==> src/rtl/qpd_pkg.sv <==
package qpd_pkg;

    localparam logic [7:0] EQ_CHAR = 8'h3D;
    localparam logic [7:0] CR_CHAR = 8'h0D;
    localparam logic [7:0] LF_CHAR = 8'h0A;

    localparam int RUN_LEN       = 4;
    localparam int QUEUE_DEPTH   = 2;

    typedef struct packed {
        logic [7:0] data_byte;
        logic       message_end;
    } t_in;

    typedef struct packed {
        logic [7:0] out_byte;
        logic       has_byte;
        logic       last_of_run;
        logic       end_of_message;
    } t_out;

    typedef struct packed {
        t_out [RUN_LEN-1:0] res;
    } t_run;

    function automatic logic hex_ok(input logic [7:0] c);
        return ((c >= 8'h30) && (c <= 8'h39)) ||
               ((c >= 8'h41) && (c <= 8'h46)) ||
               ((c >= 8'h61) && (c <= 8'h66));
    endfunction

    function automatic logic [3:0] hex_val(input logic [7:0] c);
        logic [3:0] v;
        if (c <= 8'h39) begin
            v = c[3:0];
        end else begin
            v = c[3:0] + 4'd9;
        end
        return v;
    endfunction

endpackage

==> src/rtl/qpd_front.sv <==
module qpd_front (
    input  logic          i_clk,
    input  logic          i_rst_n,
    input  logic          i_in_valid,
    output logic          o_in_ready,
    input  qpd_pkg::t_in  i_in_beat,
    input  logic          i_full,
    output logic          o_push,
    output qpd_pkg::t_run o_run
);

    typedef enum logic [1:0] {
        PH_IDLE,
        PH_EQ,
        PH_HELD
    } t_phase;

    t_phase        r_phase;
    t_phase        n_phase;
    logic [7:0]    r_held;
    logic [7:0]    n_held;
    logic [2:0]    cnt;
    logic [1:0]    last_idx;
    logic [7:0]    c;
    logic          accept;
    qpd_pkg::t_run run;

    function automatic qpd_pkg::t_out mk(input logic [7:0] b, input logic has,
                                         input logic eom);
        qpd_pkg::t_out r;
        r.out_byte       = b;
        r.has_byte       = has;
        r.last_of_run    = 1'b0;
        r.end_of_message = eom;
        return r;
    endfunction

    always_comb begin
        n_phase  = r_phase;
        n_held   = r_held;
        run      = '0;
        cnt      = 3'd0;
        last_idx = 2'd0;
        c        = i_in_beat.data_byte;
        unique case (r_phase)
            PH_EQ: begin
                if (c == qpd_pkg::LF_CHAR) begin
                    n_phase = PH_IDLE;
                end else if ((c == qpd_pkg::CR_CHAR) || qpd_pkg::hex_ok(c)) begin
                    n_held  = c;
                    n_phase = PH_HELD;
                end else begin
                    run.res[cnt[1:0]] = mk(qpd_pkg::EQ_CHAR, 1'b1, 1'b0);
                    cnt = cnt + 3'd1;
                    if (c == qpd_pkg::EQ_CHAR) begin
                        n_phase = PH_EQ;
                    end else begin
                        run.res[cnt[1:0]] = mk(c, 1'b1, 1'b0);
                        cnt = cnt + 3'd1;
                        n_phase = PH_IDLE;
                    end
                end
            end
            PH_HELD: begin
                if ((r_held == qpd_pkg::CR_CHAR) && (c == qpd_pkg::LF_CHAR)) begin
                    n_phase = PH_IDLE;
                end else if (qpd_pkg::hex_ok(r_held) && qpd_pkg::hex_ok(c)) begin
                    run.res[cnt[1:0]] = mk({qpd_pkg::hex_val(r_held),
                                            qpd_pkg::hex_val(c)}, 1'b1, 1'b0);
                    cnt = cnt + 3'd1;
                    n_phase = PH_IDLE;
                end else begin
                    run.res[cnt[1:0]] = mk(qpd_pkg::EQ_CHAR, 1'b1, 1'b0);
                    cnt = cnt + 3'd1;
                    run.res[cnt[1:0]] = mk(r_held, 1'b1, 1'b0);
                    cnt = cnt + 3'd1;
                    if (c == qpd_pkg::EQ_CHAR) begin
                        n_phase = PH_EQ;
                    end else begin
                        run.res[cnt[1:0]] = mk(c, 1'b1, 1'b0);
                        cnt = cnt + 3'd1;
                        n_phase = PH_IDLE;
                    end
                end
            end
            default: begin
                if (c == qpd_pkg::EQ_CHAR) begin
                    n_phase = PH_EQ;
                end else begin
                    run.res[cnt[1:0]] = mk(c, 1'b1, 1'b0);
                    cnt = cnt + 3'd1;
                    n_phase = PH_IDLE;
                end
            end
        endcase
        if (i_in_beat.message_end) begin
            if ((n_phase == PH_EQ) || (n_phase == PH_HELD)) begin
                run.res[cnt[1:0]] = mk(qpd_pkg::EQ_CHAR, 1'b1, 1'b0);
                cnt = cnt + 3'd1;
            end
            if (n_phase == PH_HELD) begin
                run.res[cnt[1:0]] = mk(n_held, 1'b1, 1'b0);
                cnt = cnt + 3'd1;
            end
            n_phase = PH_IDLE;
            n_held  = 8'h00;
            run.res[cnt[1:0]] = mk(8'h00, 1'b0, 1'b1);
            cnt = cnt + 3'd1;
        end
        if (cnt != 3'd0) begin
            last_idx = 2'(cnt - 3'd1);
            run.res[last_idx].last_of_run = 1'b1;
        end
    end

    assign o_in_ready = !i_full;
    assign accept     = i_in_valid && o_in_ready;
    assign o_push     = accept && (cnt != 3'd0);
    assign o_run      = run;

    always_ff @(posedge i_clk) begin
        if (!i_rst_n) begin
            r_phase <= PH_IDLE;
            r_held  <= 8'h00;
        end else if (accept) begin
            r_phase <= n_phase;
            r_held  <= n_held;
        end
    end

endmodule

==> src/rtl/qpd_queue.sv <==
module qpd_queue #(
    parameter int Depth = qpd_pkg::QUEUE_DEPTH
) (
    input  logic          i_clk,
    input  logic          i_rst_n,
    input  logic          i_push,
    input  qpd_pkg::t_run i_run,
    output logic          o_full,
    input  logic          i_pop,
    output logic          o_head_valid,
    output qpd_pkg::t_run o_head
);

    localparam int PtrW = (Depth > 1) ? $clog2(Depth) : 1;
    localparam int CntW = $clog2(Depth + 1);

    qpd_pkg::t_run r_mem [Depth];
    logic [PtrW-1:0] r_wr;
    logic [PtrW-1:0] r_rd;
    logic [CntW-1:0] r_cnt;
    logic            do_pop;

    function automatic logic [PtrW-1:0] wrap(input logic [PtrW-1:0] p);
        return (p == PtrW'(Depth - 1)) ? '0 : p + PtrW'(1);
    endfunction

    assign o_full       = (r_cnt == CntW'(Depth));
    assign o_head_valid = (r_cnt != '0);
    assign o_head       = r_mem[r_rd];
    assign do_pop       = i_pop && o_head_valid;

    always_ff @(posedge i_clk) begin
        if (i_push) begin
            r_mem[r_wr] <= i_run;
        end
    end

    always_ff @(posedge i_clk) begin
        if (!i_rst_n) begin
            r_wr  <= '0;
            r_rd  <= '0;
            r_cnt <= '0;
        end else begin
            if (i_push) begin
                r_wr <= wrap(r_wr);
            end
            if (do_pop) begin
                r_rd <= wrap(r_rd);
            end
            if (i_push && !do_pop) begin
                r_cnt <= r_cnt + CntW'(1);
            end else if (!i_push && do_pop) begin
                r_cnt <= r_cnt - CntW'(1);
            end
        end
    end

endmodule

==> src/rtl/qpd_back.sv <==
module qpd_back (
    input  logic          i_clk,
    input  logic          i_rst_n,
    input  logic          i_head_valid,
    input  qpd_pkg::t_run i_head,
    output logic          o_pop,
    output logic          o_out_valid,
    input  logic          i_out_ready,
    output qpd_pkg::t_out o_out_beat
);

    logic [1:0]    r_idx;
    logic          r_out_valid;
    qpd_pkg::t_out r_out;
    qpd_pkg::t_out cur;
    logic          emit;

    assign cur   = i_head.res[r_idx];
    assign emit  = i_head_valid && (!r_out_valid || i_out_ready);
    assign o_pop = emit && cur.last_of_run;

    // advance through the run one beat at a time, drop the entry after its last
    always_ff @(posedge i_clk) begin
        if (!i_rst_n) begin
            r_idx       <= 2'd0;
            r_out_valid <= 1'b0;
        end else if (emit) begin
            r_out_valid <= 1'b1;
            r_idx       <= cur.last_of_run ? 2'd0 : r_idx + 2'd1;
        end else if (i_out_ready) begin
            r_out_valid <= 1'b0;
        end
    end

    always_ff @(posedge i_clk) begin
        if (emit) begin
            r_out <= cur;
        end
    end

    assign o_out_valid = r_out_valid;
    assign o_out_beat  = r_out;

endmodule

==> src/rtl/quoted_printable_decoder_unit.sv <==
// Path: the first result of an accepted input beat is written into the run queue,
// then into the output register, before it can be taken.
// Throughput: one input beat per cycle while each yields at most one result and the
// output is taken; an input that yields several results sends them out one at a
// time, and the input stalls while the run queue between front and back is full.
// Reset (i_rst_n low, synchronous): decode phase idle, nothing held, queue
// and output register empty.
module quoted_printable_decoder_unit #(
    parameter int QueueDepth = qpd_pkg::QUEUE_DEPTH
) (
    input  logic          i_clk,
    input  logic          i_rst_n,
    input  logic          i_in_valid,
    output logic          o_in_ready,
    input  qpd_pkg::t_in  i_in_beat,
    output logic          o_out_valid,
    input  logic          i_out_ready,
    output qpd_pkg::t_out o_out_beat
);

    logic          full;
    logic          push;
    logic          pop;
    logic          head_valid;
    qpd_pkg::t_run run;
    qpd_pkg::t_run head;

    qpd_front u_front (
        .i_clk      (i_clk),
        .i_rst_n    (i_rst_n),
        .i_in_valid (i_in_valid),
        .o_in_ready (o_in_ready),
        .i_in_beat  (i_in_beat),
        .i_full     (full),
        .o_push     (push),
        .o_run      (run)
    );

    qpd_queue #(
        .Depth (QueueDepth)
    ) u_queue (
        .i_clk        (i_clk),
        .i_rst_n      (i_rst_n),
        .i_push       (push),
        .i_run        (run),
        .o_full       (full),
        .i_pop        (pop),
        .o_head_valid (head_valid),
        .o_head       (head)
    );

    qpd_back u_back (
        .i_clk        (i_clk),
        .i_rst_n      (i_rst_n),
        .i_head_valid (head_valid),
        .i_head       (head),
        .o_pop        (pop),
        .o_out_valid  (o_out_valid),
        .i_out_ready  (i_out_ready),
        .o_out_beat   (o_out_beat)
    );

endmodule
==> config.mk <==
export PLATFORM = sky130hd
export DESIGN_NAME = quoted_printable_decoder_unit
export DESIGN_NICKNAME = d
export VERILOG_FILES = /design/src/rtl/qpd_pkg.sv /design/src/rtl/qpd_front.sv /design/src/rtl/qpd_queue.sv /design/src/rtl/qpd_back.sv /design/src/rtl/quoted_printable_decoder_unit.sv
export SDC_FILE = /design/constraint.sdc
export NUM_CORES = 1
export LEC_CHECK = 0
export ABC_AREA = 1
export BUFFER_PORTS_ARGS = -buffer_cell sky130_fd_sc_hd__buf_2
export CORE_MARGIN = 2
export CORE_UTILIZATION = 60
export DETAILED_ROUTE_END_ITERATION = 10
export GPL_TIMING_DRIVEN = 0
export HOLD_SLACK_MARGIN = 0.1
export PLACE_DENSITY = 0.78
export SLEW_MARGIN = 20
export SYNTH_ARGS = -nofsm -noshare
export SYNTH_HDL_FRONTEND = slang
export SYNTH_SLANG_ARGS = --single-unit
==> constraint.sdc <==
create_clock -name i_clk -period 13.65 [get_ports i_clk]
set_input_delay 2.73 -clock i_clk [delete_from_list [all_inputs] [get_ports i_clk]]
set_output_delay 2.73 -clock i_clk [all_outputs]
set_load 0.02 [all_outputs]
=== Word-level counts from Yosys, hierarchy flattened ===
Memory sizes are Yosys's and may differ from the RTL's. A register that Yosys moved wholly into a read port is not among the register bits.
Index checks and enable logic that the tools add are counted.

* $add $sub $neg: 11
* Multiply operators: 0
* Div/mod/pow operators: 0
* Order comparisons: 21
* Equal/unequal tests: 9
* Shift-type cells: 0
* Multiplexer cells: 64
* Bitwise operators: 6
* Reduce and logical (&&, ||, !) cells: 34

{| class="wikitable"
|+ Operators with widths
! kind !! number
|-
| 44-bit 2-to-1 mux || 6
|-
| 44-bit bitwise mux || 2
|-
| 11-bit demux with 2-bit select || 4
|-
| 11-bit 2-to-1 mux || 7
|-
| 22-bit 2-to-1 mux || 3
|-
| 11-bit case mux with 2 select lines || 2
|-
| 40-bit AND || 1
|-
| 40-bit NOT || 1
|-
| 33-bit 2-to-1 mux || 1
|-
| 8-bit by 7-bit greater-or-equal comparator with 1-bit output, second input constant || 4
|-
| 8-bit by 7-bit less-or-equal comparator with 1-bit output, second input constant || 4
|-
| 8-bit 2-to-1 mux || 4
|-
| 3-bit 2-to-1 mux || 9
|-
| 8-bit by 4-bit == test with 1-bit output, second input constant || 3
|-
| 18-bit by 24-bit bitwise OR with 24-bit output || 1
|-
| 11-bit binary-select mux with 2-bit select || 1
|-
| 15-bit by 20-bit AND with 20-bit output || 1
|-
| 2-bit 2-to-1 mux || 10
|-
| 20-bit NOT || 1
|-
| 1-bit logical AND || 19
|-
| 8-bit by 6-bit greater-or-equal comparator with 1-bit output, second input constant || 2
|-
| 8-bit by 6-bit less-or-equal comparator with 1-bit output, second input constant || 2
|-
| 2-bit by 3-bit less-than comparator with 1-bit output, second input constant || 5
|-
| 1-bit 2-to-1 mux || 11
|-
| 17 further kinds || 41
|}

* Register bits after elaboration: 28
* Latch bits: 0
* Memory bits (writable): 88
* Bits in read-only memories: 0
* Bits of input ports: 13
* Output and inout port bits: 13
* Word-level logic and storage cells: 157
* Memories: 1

{| class="wikitable"
|+ Memories
! memory !! words !! width !! rd ports !! clocked after Yosys merged registers in !! wr ports !! RTL line !! RTL
|-
| u_queue.r_mem || 2 || 44 || 1 || 1 || 1 || qpd_queue.sv:17 || <nowiki>qpd_pkg::t_run r_mem [Depth];</nowiki>
|}

=== Logic depth before layout (Yosys ltp) ===
* Depth after elaboration: 24
* Depth in mapped cells: 35
* Gate-level depth less buffers: 35

=== Modules after synthesis ===
A second synthesis with hierarchy kept.

* Cells, all modules: 676
* Area, all modules: 6817.8 um2

{| class="wikitable"
|+ Modules (own cells, without submodules)
! module !! instances !! cells each !! area an instance (um2) !! seq. area each (um2)
|-
| qpd_queue || 1 || 173 || 3614.7 || 2742.6
|-
| qpd_front || 1 || 403 || 2346.0 || 200.2
|-
| qpd_back || 1 || 100 || 857.1 || 390.4
|}

=== Worst setup path after synthesis ===
No wires, ideal clock.

* Kind: input port to flip-flop
* Start point: input i_in_beat[1] (netlist name)
* End point: memory u_queue.r_mem[0][0] (netlist name) (enable)
* Setup time: 0.445 ns
* Data arrival time: 7.913 ns
* Required time: 13.205 ns
* Path slack: 5.292 ns
* Stages on the path: 29
* Cells stage by stage: inv_1 -> ha_1 -> nand2_1 -> nor3b_1 -> nor2_1 -> nor2_2 -> nand2_1 -> nor3_4 -> inv_2 -> nand2_1 -> inv_2 -> nand2_2 -> nand2_1 -> ha_1 -> inv_1 -> nand2_1 -> nand2_1 -> inv_1 -> ha_1 -> nand2_1 -> nand2_4 -> inv_1 -> ha_1 -> inv_1 -> o21ai_1 -> nor2_1 -> nand2_2 -> nand2_1 -> nor2_1

* Cells in the longest elaborated chain, start to end: 21

{| class="wikitable"
|+ Ends and longest elaborated chain
! item !! RTL line !! RTL
|-
| from (decl) || quoted_printable_decoder_unit.sv:15 || <nowiki>input qpd_pkg::t_in i_in_beat,</nowiki>
|-
| branches (longest 16 deep; another with 8-bit by 6-bit greater-or-equal comparator with 1-bit output) || n/a ||
|-
| 3-bit 2-to-1 mux (*) || qpd_front.sv:96 || <nowiki>if (i_in_beat.message_end) begin</nowiki>
|-
| 3-bit nonzero test (*) || qpd_front.sv:118 || <nowiki>assign o_push = accept && (cnt != 3'd0);</nowiki>
|-
| 1-bit logical AND (*) || qpd_front.sv:118 ||
|-
| 1-bit 2-to-1 mux (*) || qpd_queue.sv:33 || <nowiki>if (i_push) begin</nowiki>
|-
| 1-bit 2-to-1 mux (not written as such) (*) || qpd_queue.sv:34 || <nowiki>r_mem[r_wr] <= i_run;</nowiki>
|-
| to (decl) || qpd_queue.sv:17 ||
|}

Mark *: on every way between the ends. The select of a mux whose other input is x is not followed.

=== Worst setup path after layout ===
* Start point: input i_in_beat[1] (netlist name)
* End point: memory u_queue.r_mem[0][27] (netlist name) (enable)

Same word-level chain as after synthesis.

==> qor.yml <==
floorplan:
  die_h_um: 107
  die_w_um: 107
  io_pins: 26
  row_count: 37
  start_util: 0.620
  coreArea_um2: 10300
  dieArea_um2: 11500
critical_path:
  critPathBufInv: 9
  arrival_ns: 7.81
  crit_path_frequent_cell: "nand2_1"
  path_delay_family: "simple AND/OR/NAND/NOR gates"
  critical_path_class: "in2reg"
  crit_path_end_kind: "register"
  cp_slowest_cell: "nor2_4"
  cp_max_fo: 26
  crit_path_max_incr_delay_ns: 0.48
  worst_setup_path_start_kind: "input pin"
  crit_required_ns: 13.87
cts:
  h-tree-depth: 4
  cts.clk_slew.worst_paths_ns: 0.05
  clockBufferDepth: 2
  cts_hold_buffers: 0
  ctsRootBufferMaster: "clkbuf_8"
  postCtsSetupRepairBufs: 0
  clk_latency_ns: 0.53
  cts_made_buffers: 17
  clock_sinks: 117
  cts_resized: 0
  cts_tree: "yes"
logic_synthesis:
  ys_top_cells_by_area: "edfxtp_1 46%, nor2_1 7.5%, nand2_1 5.8%, dfxtp_1 5.6%, o21ai_0 4.7%"
  synth_area_per_cell_um2: 8.99
  synth_nets: 748
  syn_area_um2: 6400
  yosys_warnings: 0
  seq_area_frac_synth: 0.521
  yosysTopAreaCell: "edfxtp_1"
  synth.distinct_cells: 41
  yosysTopAreaCellShare: 0.465
  ys_ff_latch: 117
  synth_edf_count: 99
  async_flop_share: 0
  yosys_most_used_dff: "edfxtp_1"
  syn_inst: 712
routing:
  via_count: 5416
  first_pass_iters: 7
  drc: 0
  postRouteAntennaNets: 0
  viasPerCell: 5.98
  drt_iter0_drc: 687
  wire_per_inst_um: 18.5
  wl_mm: 16.8
power:
  power_mw: 1.22
  leakage_nw: 2.98
  power_density_nw_per_um2: 167
  irDropWorstVdd_v: 0.000106
cells_and_area:
  layout-drive-gt1-share: 0.134
  final_common_cell: "nor2_1"
  antenna_cells: 0
  areaGrowthSynthToFinish_pct: 13.8
  finalNonFillerCells: 905
  num-nets-final: 792
  final_cell_mix: "127 x nor2_1, 99 x nand2_1, 99 x edfxtp_1"
sta:
  tns_ns: 0
  max_freq_mhz: 132
  fin_crit_ns: 7.59
  hold_viol_final: 0
  rsz0062_at_grt: "false"
  post-route-period-util: 0.556
  slew_headroom: 0.371
  setup_violations: 0
  worst_pin_slew_ns: 0.933
  fin_skew_ns: 0.0130
  maxSlewViolCount: 0
global_route:
  grt.total_usage: 0.304
  grt_pass1_wl_mm: 25.9
  antenna_found_initial: 0
  grt_start_max_net_pins: 33
  grt_overflow: 0
  first_global_vias: 5078
place:
  port_buffers: 23
  routabilityCongestion: 0.947
  detailed_place_hpwl_mm: 12.0
  numPlacedInstances: 873
hold_path:
  worstHoldPathType: "reg2reg"
run_status:
  status: "finished, final reports clean"
job:
  max_cap_violations: 0
==> flip-flops by register name (all words and copies together) (netlist names), named ones only <==
name,flops
u_back.r_idx,2
u_back.o_out_valid,1
u_front.r_held,8
u_queue.r_mem,88
u_queue.r_rd,1
u_queue.r_cnt,2
u_queue.r_wr,1
u_front.r_phase,2
u_back.o_out_beat,11
==> logic make-up (layout without fill, tap and decap cells) <==
| group | count (synthesis) | count (layout) | synth area share |
|---|---|---|---|
| xor+xnor | 7 | 7 | 0.00958 |
| simple gates | 292 | 292 | 0.207 |
| fa+ha+maj | 23 | 23 | 0.0450 |
| flops | 117 | 117 | 0.521 |
| buf+inv | 108 | 165 | 0.0653 |
| compound gates | 165 | 165 | 0.152 |
==> synth_stat cells, types with 3 or more instances <==
master / number
nor2_4: 3
nand2_2: 12
a31oi_1: 12
a21oi_1: 35
buf_2: 4
o21a_1: 5
nor3_1: 3
dfxtp_1: 18
o21ai_1: 6
o32ai_1: 3
xor2_1: 7
o21ai_0: 60
inv_1: 73
inv_2: 9
nand2_4: 6
nand3_2: 7
edfxtp_1: 99
o221ai_1: 10
o22ai_1: 22
nor2_1: 128
clkbuf_1: 19
nand2_1: 99
nand4_1: 6
nand3_1: 21
ha_1: 23
==> stage by stage <==
step	hold WS, ns	area [um2]	setup slack [ns]	util
6_report	0.489	7280	6.06	0.705
5_1_grt	0.520	7280	5.55	0.705
4_1_cts	0.486	7280	6.11	0.705
3_5_place_dp	0.478	6730	5.56	0.652
3_3_place_gp	0.478	6680	3.63	0.647
2_1_floorplan	0.458	6400	5.29	-
==> where the power goes <==
part	switching [mW]	internal [mW]	leakage (nW)
combinational	0.236	0.0948	1.63
clock	0.145	0.267	0.269
sequential	0.0160	0.459	1.08
total	0.398	0.821	2.98
==> cell type report <==
class	count	area, um2
Fill cell	754	3040
Inverter	82	308
Sequential cell	117	3330
Clock buffer	26	468
Tap cell	136	170
Clock inverter	6	78.8
Buffer	26	110
Multi-Input combinational cell	487	2660
Timing Repair Buffer	25	155
==> path summary, 6_finish.rpt <==
kind / cells past startpoint / endpoint / slack [ns] / startpoint
hold reg to reg: 2 / u_front.r_phase[1]$_SDFFE_PN0P_ / 0.49 / u_front.r_phase[1]$_SDFFE_PN0P_
hold / removal: 2 / u_front.r_phase[1]$_SDFFE_PN0P_ / 0.49 / u_front.r_phase[1]$_SDFFE_PN0P_
setup / recovery: 31 / u_queue.r_mem[0][27]$_DFFE_PP_ / 6.06 / i_in_beat[1]
setup reg to reg: 28 / u_queue.r_mem[0][27]$_DFFE_PP_ / 8.19 / u_front.r_held[0]$_SDFFE_PN0P_
==> per-layer routing <==
metal	GRT usage	share of wire
met4	0.134	0.033
met3	0.0617	0.086
met2	0.514	0.49
met1	0.377	0.39
met5	0	0
==> tightest hold or removal path, cell delays in order (launching register included) <==
cell and delay (ns):
dfxtp_1 0.32, nand2_1 0.06, a21oi_1 0.06
No activity file was read; power rests on OpenSTA's default activity.
